===== src/rtl/core/pdf_pkg.sv =====
// shared types and constants for the packet deframer
`timescale 1ns / 1ps

package pdf_pkg;

    localparam int HEADER_BYTES_DEF = 3;
    localparam int PATTERN_W        = 24;
    localparam int BYTE_W           = 8;
    localparam int LEN_W            = 16;
    localparam int S_TDATA_W        = 8;
    localparam int M_TDATA_W        = 56;

    localparam logic KIND_PAYLOAD  = 1'b0;
    localparam logic KIND_COMPLETE = 1'b1;

    typedef struct packed {
        logic              result_kind;
        logic [BYTE_W-1:0] command_code;
        logic [BYTE_W-1:0] payload_byte;
        logic [LEN_W-1:0]  payload_index;
        logic [LEN_W-1:0]  payload_length;
        logic              last_payload;
        logic              checksum_error;
    } pdf_result_t;

endpackage


===== src/rtl/core/pdf_parser.sv =====
// header hunt, length decode and checksum state machine
`timescale 1ns / 1ps

module pdf_parser
    import pdf_pkg::*;
#(
    parameter int HEADER_BYTES = HEADER_BYTES_DEF
) (
    input  logic                 aclk,
    input  logic                 aresetn,
    input  logic                 step,
    input  logic [BYTE_W-1:0]    rx_byte,
    input  logic [PATTERN_W-1:0] header_pattern,
    output logic                 res_valid,
    output pdf_result_t          res
);

    localparam int WIN_W = HEADER_BYTES * BYTE_W;

    typedef enum logic [2:0] {
        PH_HUNT,
        PH_COMMAND,
        PH_TOKEN,
        PH_LENGTH,
        PH_DATA,
        PH_CHECK
    } phase_t;

    phase_t              phase_reg, phase_next;
    logic [WIN_W-1:0]    window_reg, window_next;
    logic [BYTE_W-1:0]   command_reg, command_next;
    logic [LEN_W-1:0]    length_reg, length_next;
    logic [LEN_W-1:0]    count_reg, count_next;
    logic [BYTE_W-1:0]   sum_reg, sum_next;
    logic                len_seen_reg, len_seen_next;

    logic [WIN_W+7:0]          shifted;
    logic [WIN_W+PATTERN_W-1:0] pattern_wide;
    logic [WIN_W-1:0]          pattern_cmp;
    logic [LEN_W:0]            count_inc;
    logic                      is_last;
    logic [LEN_W-1:0]          full_length;

    // leading header bytes beyond the register are expected to be zero
    assign shifted      = {window_reg, rx_byte};
    assign pattern_wide = {{WIN_W{1'b0}}, header_pattern};
    assign pattern_cmp  = pattern_wide[WIN_W-1:0];
    assign count_inc    = {1'b0, count_reg} + {{LEN_W{1'b0}}, 1'b1};
    assign is_last      = (count_inc == {1'b0, length_reg});
    assign full_length  = {length_reg[LEN_W-1:BYTE_W], rx_byte};

    always_comb begin
        phase_next    = phase_reg;
        window_next   = window_reg;
        command_next  = command_reg;
        length_next   = length_reg;
        count_next    = count_reg;
        sum_next      = sum_reg;
        len_seen_next = len_seen_reg;
        res_valid     = 1'b0;
        res.result_kind    = KIND_PAYLOAD;
        res.command_code   = command_reg;
        res.payload_byte   = '0;
        res.payload_index  = '0;
        res.payload_length = length_reg;
        res.last_payload   = 1'b0;
        res.checksum_error = 1'b0;

        case (phase_reg)
            PH_COMMAND: begin
                command_next = rx_byte;
                phase_next   = PH_TOKEN;
            end
            PH_TOKEN: begin
                len_seen_next = 1'b0;
                phase_next    = PH_LENGTH;
            end
            PH_LENGTH: begin
                if (!len_seen_reg) begin
                    length_next   = {rx_byte, {(LEN_W-BYTE_W){1'b0}}};
                    len_seen_next = 1'b1;
                end else begin
                    length_next   = full_length;
                    len_seen_next = 1'b0;
                    count_next    = '0;
                    phase_next    = (full_length != '0) ? PH_DATA : PH_CHECK;
                end
            end
            PH_DATA: begin
                res_valid         = 1'b1;
                res.payload_byte  = rx_byte;
                res.payload_index = count_reg;
                res.last_payload  = is_last;
                sum_next          = sum_reg + rx_byte;
                count_next        = count_inc[LEN_W-1:0];
                if (is_last) begin
                    phase_next = PH_CHECK;
                end
            end
            PH_CHECK: begin
                res_valid          = 1'b1;
                res.result_kind    = KIND_COMPLETE;
                res.checksum_error = (sum_reg != rx_byte);
                window_next        = '0;
                phase_next         = PH_HUNT;
            end
            default: begin
                window_next = shifted[WIN_W-1:0];
                if (shifted[WIN_W-1:0] == pattern_cmp) begin
                    sum_next   = '0;
                    phase_next = PH_COMMAND;
                end else begin
                    phase_next = PH_HUNT;
                end
            end
        endcase
    end

    always_ff @(posedge aclk) begin
        if (!aresetn) begin
            phase_reg    <= PH_HUNT;
            window_reg   <= '0;
            command_reg  <= '0;
            length_reg   <= '0;
            count_reg    <= '0;
            sum_reg      <= '0;
            len_seen_reg <= 1'b0;
        end else if (step) begin
            phase_reg    <= phase_next;
            window_reg   <= window_next;
            command_reg  <= command_next;
            length_reg   <= length_next;
            count_reg    <= count_next;
            sum_reg      <= sum_next;
            len_seen_reg <= len_seen_next;
        end
    end

endmodule


===== src/rtl/core/pdf_out_buf.sv =====
// two-entry result buffer between the parser and the master port
`timescale 1ns / 1ps

module pdf_out_buf
    import pdf_pkg::*;
(
    input  logic        aclk,
    input  logic        aresetn,
    input  logic        push,
    input  pdf_result_t push_data,
    output logic        has_room,
    output logic        out_valid,
    input  logic        out_ready,
    output pdf_result_t out_data,
    output logic [1:0]  fill
);

    pdf_result_t slot_reg [2];
    logic        wr_ptr_reg, rd_ptr_reg;
    logic [1:0]  count_reg;
    logic        pop;

    assign out_valid = (count_reg != 2'd0);
    assign has_room  = (count_reg != 2'd2);
    assign pop       = out_valid && out_ready;
    assign out_data  = slot_reg[rd_ptr_reg];
    assign fill      = count_reg;

    always_ff @(posedge aclk) begin
        if (push) begin
            slot_reg[wr_ptr_reg] <= push_data;
        end
    end

    always_ff @(posedge aclk) begin
        if (!aresetn) begin
            wr_ptr_reg <= 1'b0;
            rd_ptr_reg <= 1'b0;
            count_reg  <= 2'd0;
        end else begin
            if (push) begin
                wr_ptr_reg <= ~wr_ptr_reg;
            end
            if (pop) begin
                rd_ptr_reg <= ~rd_ptr_reg;
            end
            case ({push, pop})
                2'b10:   count_reg <= count_reg + 2'd1;
                2'b01:   count_reg <= count_reg - 2'd1;
                default: count_reg <= count_reg;
            endcase
        end
    end

endmodule


===== src/rtl/core/packet_deframer_with_checksum.sv =====
// packet deframer top level: input register, parser, result buffer
//
// channel  | dir | tdata                               | tuser       | tlast
// s_axis   | in  | rx_byte                             | -           | -
// m_axis   | out | command, byte, index, length, error | result_kind | last_payload
//
// one word accepted per cycle when the result side keeps up
// a word is held in the input register, then its result, if it produces one, is written
// to a two-entry buffer whose count register drives m_axis_tvalid
// a stalled m_axis fills the buffer, then holds the input register and s_axis_tready
// synchronous active-low reset returns the parser to header hunt with a zero window
// and clears the header pattern
`timescale 1ns / 1ps

module packet_deframer_with_checksum
    import pdf_pkg::*;
#(
    parameter int HEADER_BYTES = HEADER_BYTES_DEF
) (
    input  logic                 aclk,
    input  logic                 aresetn,
    input  logic                 s_axis_tvalid,
    output logic                 s_axis_tready,
    input  logic [S_TDATA_W-1:0] s_axis_tdata,   // [7:0] rx_byte
    output logic                 m_axis_tvalid,
    input  logic                 m_axis_tready,
    // [7:0] command_code, [15:8] payload_byte, [31:16] payload_index,
    // [47:32] payload_length, [48] checksum_error, [55:49] zero
    output logic [M_TDATA_W-1:0] m_axis_tdata,
    output logic                 m_axis_tuser,   // [0] result_kind
    output logic                 m_axis_tlast,   // last_payload
    input  logic                 cfg_we,
    input  logic [PATTERN_W-1:0] cfg_wdata
);

    logic [PATTERN_W-1:0] pattern_reg;
    logic                 in_valid_reg;
    logic [BYTE_W-1:0]    in_byte_reg;
    logic                 advance;
    logic                 res_valid;
    pdf_result_t          res;
    logic                 has_room;
    pdf_result_t          out_data;
    logic [1:0]           fill;

    assign advance       = in_valid_reg && has_room;
    assign s_axis_tready = !in_valid_reg || advance;

    always_ff @(posedge aclk) begin
        if (!aresetn) begin
            pattern_reg <= '0;
        end else if (cfg_we) begin
            pattern_reg <= cfg_wdata;
        end
    end

    always_ff @(posedge aclk) begin
        if (!aresetn) begin
            in_valid_reg <= 1'b0;
        end else if (s_axis_tready) begin
            in_valid_reg <= s_axis_tvalid;
        end
    end

    always_ff @(posedge aclk) begin
        if (s_axis_tvalid && s_axis_tready) begin
            in_byte_reg <= s_axis_tdata;
        end
    end

    pdf_parser #(
        .HEADER_BYTES (HEADER_BYTES)
    ) u_parser (
        .aclk           (aclk),
        .aresetn        (aresetn),
        .step           (advance),
        .rx_byte        (in_byte_reg),
        .header_pattern (pattern_reg),
        .res_valid      (res_valid),
        .res            (res)
    );

    pdf_out_buf u_out_buf (
        .aclk      (aclk),
        .aresetn   (aresetn),
        .push      (advance && res_valid),
        .push_data (res),
        .has_room  (has_room),
        .out_valid (m_axis_tvalid),
        .out_ready (m_axis_tready),
        .out_data  (out_data),
        .fill      (fill)
    );

    assign m_axis_tdata = {7'd0, out_data.checksum_error, out_data.payload_length,
                           out_data.payload_index, out_data.payload_byte,
                           out_data.command_code};
    assign m_axis_tuser = out_data.result_kind;
    assign m_axis_tlast = out_data.last_payload;

    // input side stalls only when a word is held and the buffer is full
    assert property (@(posedge aclk) disable iff (!aresetn)
        !s_axis_tready |-> (in_valid_reg && fill == 2'd2))
        else $error("input stalled without a full result buffer");

    assert property (@(posedge aclk) disable iff (!aresetn)
        fill != 2'd3)
        else $error("result buffer count out of range");

    // a complete result never carries payload fields
    assert property (@(posedge aclk) disable iff (!aresetn)
        (m_axis_tvalid && m_axis_tuser == KIND_COMPLETE) |->
        (!m_axis_tlast && m_axis_tdata[31:8] == 24'd0))
        else $error("packet complete word carries payload fields");

    // a payload word has no error flag and its index is below the length
    assert property (@(posedge aclk) disable iff (!aresetn)
        (m_axis_tvalid && m_axis_tuser == KIND_PAYLOAD) |->
        (!m_axis_tdata[48] && m_axis_tdata[31:16] < m_axis_tdata[47:32]))
        else $error("payload word index or error flag wrong");

endmodule


===== config.mk =====
export PLATFORM = sky130hd
export DESIGN_NAME = packet_deframer_with_checksum
export DESIGN_NICKNAME = d
export VERILOG_FILES = /design/src/rtl/core/pdf_pkg.sv /design/src/rtl/core/pdf_parser.sv /design/src/rtl/core/pdf_out_buf.sv /design/src/rtl/core/packet_deframer_with_checksum.sv
export SDC_FILE = /design/constraint.sdc
export NUM_CORES = 1
export LEC_CHECK = 0
export ABC_AREA = 1
export BUFFER_PORTS_ARGS = -buffer_cell sky130_fd_sc_hd__buf_2
export CAP_MARGIN = 10
export CORE_MARGIN = 5
export CORE_UTILIZATION = 63
export CTS_CLUSTER_DIAMETER = 60
export CTS_CLUSTER_SIZE = 16
export DETAILED_ROUTE_END_ITERATION = 6
export GPL_TIMING_DRIVEN = 0
export PLACE_DENSITY_LB_ADDON = 0.25
export SYNTH_ARGS = -nofsm -noshare
export SYNTH_HDL_FRONTEND = slang
export SYNTH_SLANG_ARGS = --single-unit

===== constraint.sdc =====
create_clock -name aclk -period 5 [get_ports aclk]
set_input_delay 0.25 -clock aclk [delete_from_list [all_inputs] [get_ports aclk]]
set_output_delay 0.25 -clock aclk [all_outputs]
set_load 0.05 [all_outputs]

== Yosys cells after proc, flatten, opt, wreduce, memory -nomap -nowiden ==
Memories as Yosys holds them, arrays and structs flattened. A register that Yosys moved wholly into a read port is not among the register bits.
Index checks and enable logic that the tools add are counted.
Widths: inputs -> output; s select.

* Memory bits (read-only): 0
* RAM bits: 102
* Latch bits: 0
* Memories: 1
* Input port bits: 37
* Bits in registers: 105
* Output and inout bits: 60
* Word-level logic and storage cells: 83

* Add/subtract/negate cells: 4
* Divide/modulo/power cells: 0
* Reductions and logical operators: 23
* Mux-type cells: 23
* Eq/ne operators: 13
* Magnitude comparators: 0
* Bitwise operators: 5
* Multiply operators: 0
* Shift operators: 0

{| class="wikitable"
|+ Memories
! memory !! depth !! width !! read ports !! clocked after memory_dff !! write ports !! line !! RTL
|-
| u_out_buf.slot_reg || 2 || 51 || 1 || 1 || 1 || pdf_out_buf.sv:18 || <nowiki>pdf_result_t slot_reg [2];</nowiki>
|}

{| class="wikitable"
|+ Operator list
! cell !! count
|-
| $pmux 16 s2 || 2
|-
| $eq 24x24->1 || 1
|-
| $mux 24 || 1
|-
| $add 16x1->17 const B || 1
|-
| $eq 17x16->1 || 1
|-
| $mux 16 || 1
|-
| $mux 8 || 2
|-
| $pmux 8 s2 || 1
|-
| $reduce_bool 16->1 || 1
|-
| $pmux 3 s5 || 1
|-
| $reduce_and 3->1 || 4
|-
| $mux 1 || 11
|-
| $reduce_bool 2->1 || 5
|-
| $add 8x8->8 || 1
|-
| $ne 8x8->1 || 1
|-
| $reduce_and 2->1 || 4
|-
| $reduce_or 4->1 || 2
|-
| $eq 3x2->1 const B || 2
|-
| $eq 3x3->1 const B || 2
|-
| $mux 3 || 2
|-
| $not 1->1 || 5
|-
| $logic_and 1x1->1 || 4
|-
| $ne 2x1->1 const B || 2
|-
| $pmux 2 s2 || 1
|-
| other kinds (10) || 10
|}

== Logic depth before layout (Yosys ltp) ==
* Depth in word-level cells: 6
* Gate-level depth with buffers: 18
* Gate-level depth less buffers: 18

== Modules after synthesis ==
From an unflattened synthesis, not the netlist that was laid out.

* Cells, all modules: 960
* Area total of the unflattened synthesis: 9484.1 um^2

{| class="wikitable"
|+ By module, submodules not included
! module !! area each (um^2) !! times used !! cells each
|-
| pdf_out_buf || 4171.5 || 1 || 195
|-
| pdf_parser || 4124.0 || 1 || 635
|-
| packet_deframer_with_checksum || 1188.6 || 1 || 130
|}

== Worst setup path before layout ==
No wires, ideal clock.

* Kind: register to register
* Start: reg u_parser.phase_reg[2]
* End: mem u_out_buf.slot_reg[1][0] (netlist bit) (enable)
* Cell stages (with the launch flop): 7
* Arrival time: 2942 ps
* Library setup time: 461 ps
* Data required time: 4539 ps
* Slack: 1597 ps
* Cell sequence: dfxtp_1 > inv_1 > nor2_1 > inv_1 > nor2_1 > inv_1 > nor2_1

* Word-level cells in the longest chain between the ends: 6
* Elaborated cells on any way between the ends: 7
* Those cells by class: 2 x eq/ne; 3 x mux; 2 x reduce/logical

{| class="wikitable"
|+ Ends and longest elaborated chain
! what !! line !! RTL
|-
| start, declared || pdf_parser.sv:29 || <nowiki>phase_t phase_reg, phase_next;</nowiki>
|-
| start signal, assigned || pdf_parser.sv:129 || <nowiki>phase_reg <= phase_next;</nowiki>
|-
| $eq 3x3->1 || pdf_parser.sv:69 || <nowiki>case (phase_reg)</nowiki>
|-
| $reduce_or 2->1 (no source line) (*) || -- ||
|-
| $mux 1 (*) || pdf_parser.sv:69 ||
|-
| $logic_and 1x1->1 (*) || packet_deframer_with_checksum.sv:86 || <nowiki>.push (advance && res_valid),</nowiki>
|-
| $mux 1 (*) || pdf_out_buf.sv:30 || <nowiki>if (push) begin</nowiki>
|-
| $mux 1 (not written as such) (*) || pdf_out_buf.sv:31 || <nowiki>slot_reg[wr_ptr_reg] <= push_data;</nowiki>
|-
| end, declared || pdf_out_buf.sv:18 ||
|}

Every way passes the cells marked *; elsewhere a longest branch is shown, timed or not.

==> metrics.csv <==
metric,value,unit
#FFs+latches synth,208,
die height,130.2,um
IO Pins,97,
"Distinct cells, synth",44,
crit-path max FO,10,
final setup TNS,0,ps
GR Util All Layers,0.2480,
area of the multi-input gates,3417,um^2
DR WL/cell,16.39,um
CTS buffer count,17,
Residual DRC,0,
post-CTS setup buffers,0,
fmax,0.3845,GHz
Post-Syn Area per Cell,9.760,um^2
Max Slew Vio Count,0,
result of the run,"finished, final reports clean",
Post-synth EDFFs,110,
min Tclk post-route,2601,ps
Worst-Skew Late Latency,480,ps
Mapped Area,9106,um^2
drt pass-1 iters,5,
P&R area growth vs syn,16.57,%
Worst EP required,4750,ps
Routed WL,20820,um
cell area power density,317.1,nW/um^2
RSZ-0062 raised after global routing,no,
CTS Sinks,208,
register clock-pin slew on the reported worst setup and hold paths,70,ps
CTS tree,yes,
CTS root buf,clkbuf_16,
Hold Fails Final Rpt,0,
Synth Instances,933,
Least-Margin Pin Slew,738.5,ps
clock skew,25.20,ps
ratio of final minimum period to clock period,0.5202,
Critical Path AT,2350,ps
clock buffer depth,3,
Largest register FFs,102,
detailed placement HPWL,14420,um
worst setup path class,reg -> out,
DR vias/cell,5.510,
Synth Flop Type,edfxtp_1,
"FFs w/ async S/R, synth",0,
Die Span X,130.2,um
Hold Path Class,in -> reg,
post-detailed-route count of antenna-violating nets,0,
Ys Warns,0,
Rel. slew slack,0.5065,
"Seq/Total Area, Yosys",0.5782,
vias in the first global route,6723,
ANT cells,0,
Core Rows,44,
LEAKAGE,4.141,nW
maximum number of pins on one net before global-route repair,33,
IO buf count,89,
Post-CTS Resized,0,
Startpoint Class,flop,
via count,6998,
Final setup viols,0,
Fillers,1034,
GPL Wtd Cong,0.9562,
initial antenna violation count,0,
Final #Nets,1123,
Initial Util,0.6338,
Max VDD drop,0.3359,mV
initial DRC count,627,
gr ovfl total,0,
CP Capture Type,output port,
FF+latch area,5265,um^2
first-pass GRT wire length,33550,um
number of max-cap violations,0,
H-tree depth,1,
full die area,16960,um^2
final design utilization,0.7388,
layout cells sized above 1,0.1851,
Core ar.,14370,um^2
==> per-layer routing <==
| layer | part of all wire | GRT usage | wire length [um] |
|---|---|---|---|
| met1 | 0.43 | 0.3424 | 8901 |
| met4 | 0.019 | 0.05990 | 403 |
| met2 | 0.49 | 0.4209 | 10150 |
| met5 | 0 | 0 | 0 |
| met3 | 0.066 | 0.03111 | 1367 |
==> area by class of cell <==
class,instances,share of cell area
flip-flops and latches,208,0.4960
multi-input cells,617,0.3219
repair buffers,118,0.07119
clock buffers,25,0.04290
inverters,75,0.02652
well taps,184,0.02169
plain buffers,39,0.01697
clock inverters,4,0.002829
==> timing repair <==
action,in CTS,in global routing
endpoints found under the hold margin,27,0
hold buffers,27,0
setup endpoints to repair,0,0
==> metrics by stage <==
stage | total power [W] | instance area, um^2 | hold WS, ps | setup slack [ps] | instances
after floorplan | 0.002089 | 9129 | 348.9 | 1597 | 939
after global placement | 0.002165 | 9804 | 427.2 | 240.0 | 1212
after detailed placement | 0.002170 | 9859 | 428.1 | 2606 | 1214
after CTS | 0.003383 | 10620 | 7.152 | 2328 | 1270
after global routing | 0.003489 | 10620 | 32.76 | 2276 | 1270
final | 0.003366 | 10620 | 26.00 | 2399 | 1270
==> cells in the mapped netlist (all sizes together), types with 3 or more instances <==
cell type / instances / area share
a211oi: 3 / 0.0025
a21oi: 75 / 0.041
a22oi: 8 / 0.0066
buf: 15 / 0.0098
clkbuf: 24 / 0.010
clkinv: 3 / 0.0012
dfxtp: 98 / 0.22
edfxtp: 110 / 0.36
ha: 9 / 0.012
inv: 72 / 0.030
mux2: 51 / 0.063
nand2: 149 / 0.064
nand3: 52 / 0.030
nand3b: 3 / 0.0025
nand4: 12 / 0.0082
nor2: 137 / 0.061
nor3: 7 / 0.0044
nor4: 6 / 0.0041
o21ai: 58 / 0.032
or2: 5 / 0.0034
xnor2: 7 / 0.0067
xor2: 20 / 0.019
==> logic make-up (layout without fill, tap and decap cells) <==
group,count (synthesis),count (layout),share of synthesized area
simple gates,373,373,0.1788
flops,208,208,0.5782
compound gates,148,148,0.08588
buf+inv,114,261,0.05070
mux,51,51,0.06307
xor+xnor,28,28,0.02844
fa+ha+maj,10,10,0.01456
other cells,1,7,0.0004118
==> final timing paths <==
| path | startpoint | end | slack, ps | depth (start not counted) |
|---|---|---|---|---|
| hold / removal | cfg_wdata[4] | pattern_reg[4] | 30 | 3 |
| hold reg to reg | u_out_buf.rd_ptr_reg | flop | 460 | 1 |
| setup reg to reg | in_byte_reg[0] | u_parser.sum_reg[6] | 2550 | 11 |
| setup / recovery | flop | m_axis_tdata[1] | 2400 | 4 |
==> where the power goes <==
| group | internal, W | switching, W | total [W] | leakage (nW) |
|---|---|---|---|---|
| clock network | 0.000641 | 0.000572 | 0.00121 | 0.237 |
| registers | 0.00182 | 0.0000361 | 0.00186 | 1.82 |
| logic | 0.000103 | 0.000190 | 0.000293 | 2.08 |
==> cells in the final DEF, fill, tap and decap left out, types with 6 or more instances in the layout <==
cell type,instances
edfxtp_1,110
clkbuf_1,31
nor3_1,6
nor4_1,6
nand2_2,6
nand4_1,12
nand3_1,50
a22oi_1,8
buf_4,8
conb_1,7
ha_1,9
xnor2_1,7
xor2_1,20
inv_1,70
dfxtp_1,98
o21ai_0,55
clkbuf_16,17
a21oi_1,75
buf_2,91
nand2_1,142
dlygate4sd3_1,27
mux2_2,51
nor2_1,128
==> critical path, cell delays in order, from the launching register on <==
cell      delay [ps]
dfxtp_1          320
clkbuf_1         400
clkbuf_1         510
mux2_2           420
buf_2            210
No activity file was read; power rests on OpenSTA's default activity.
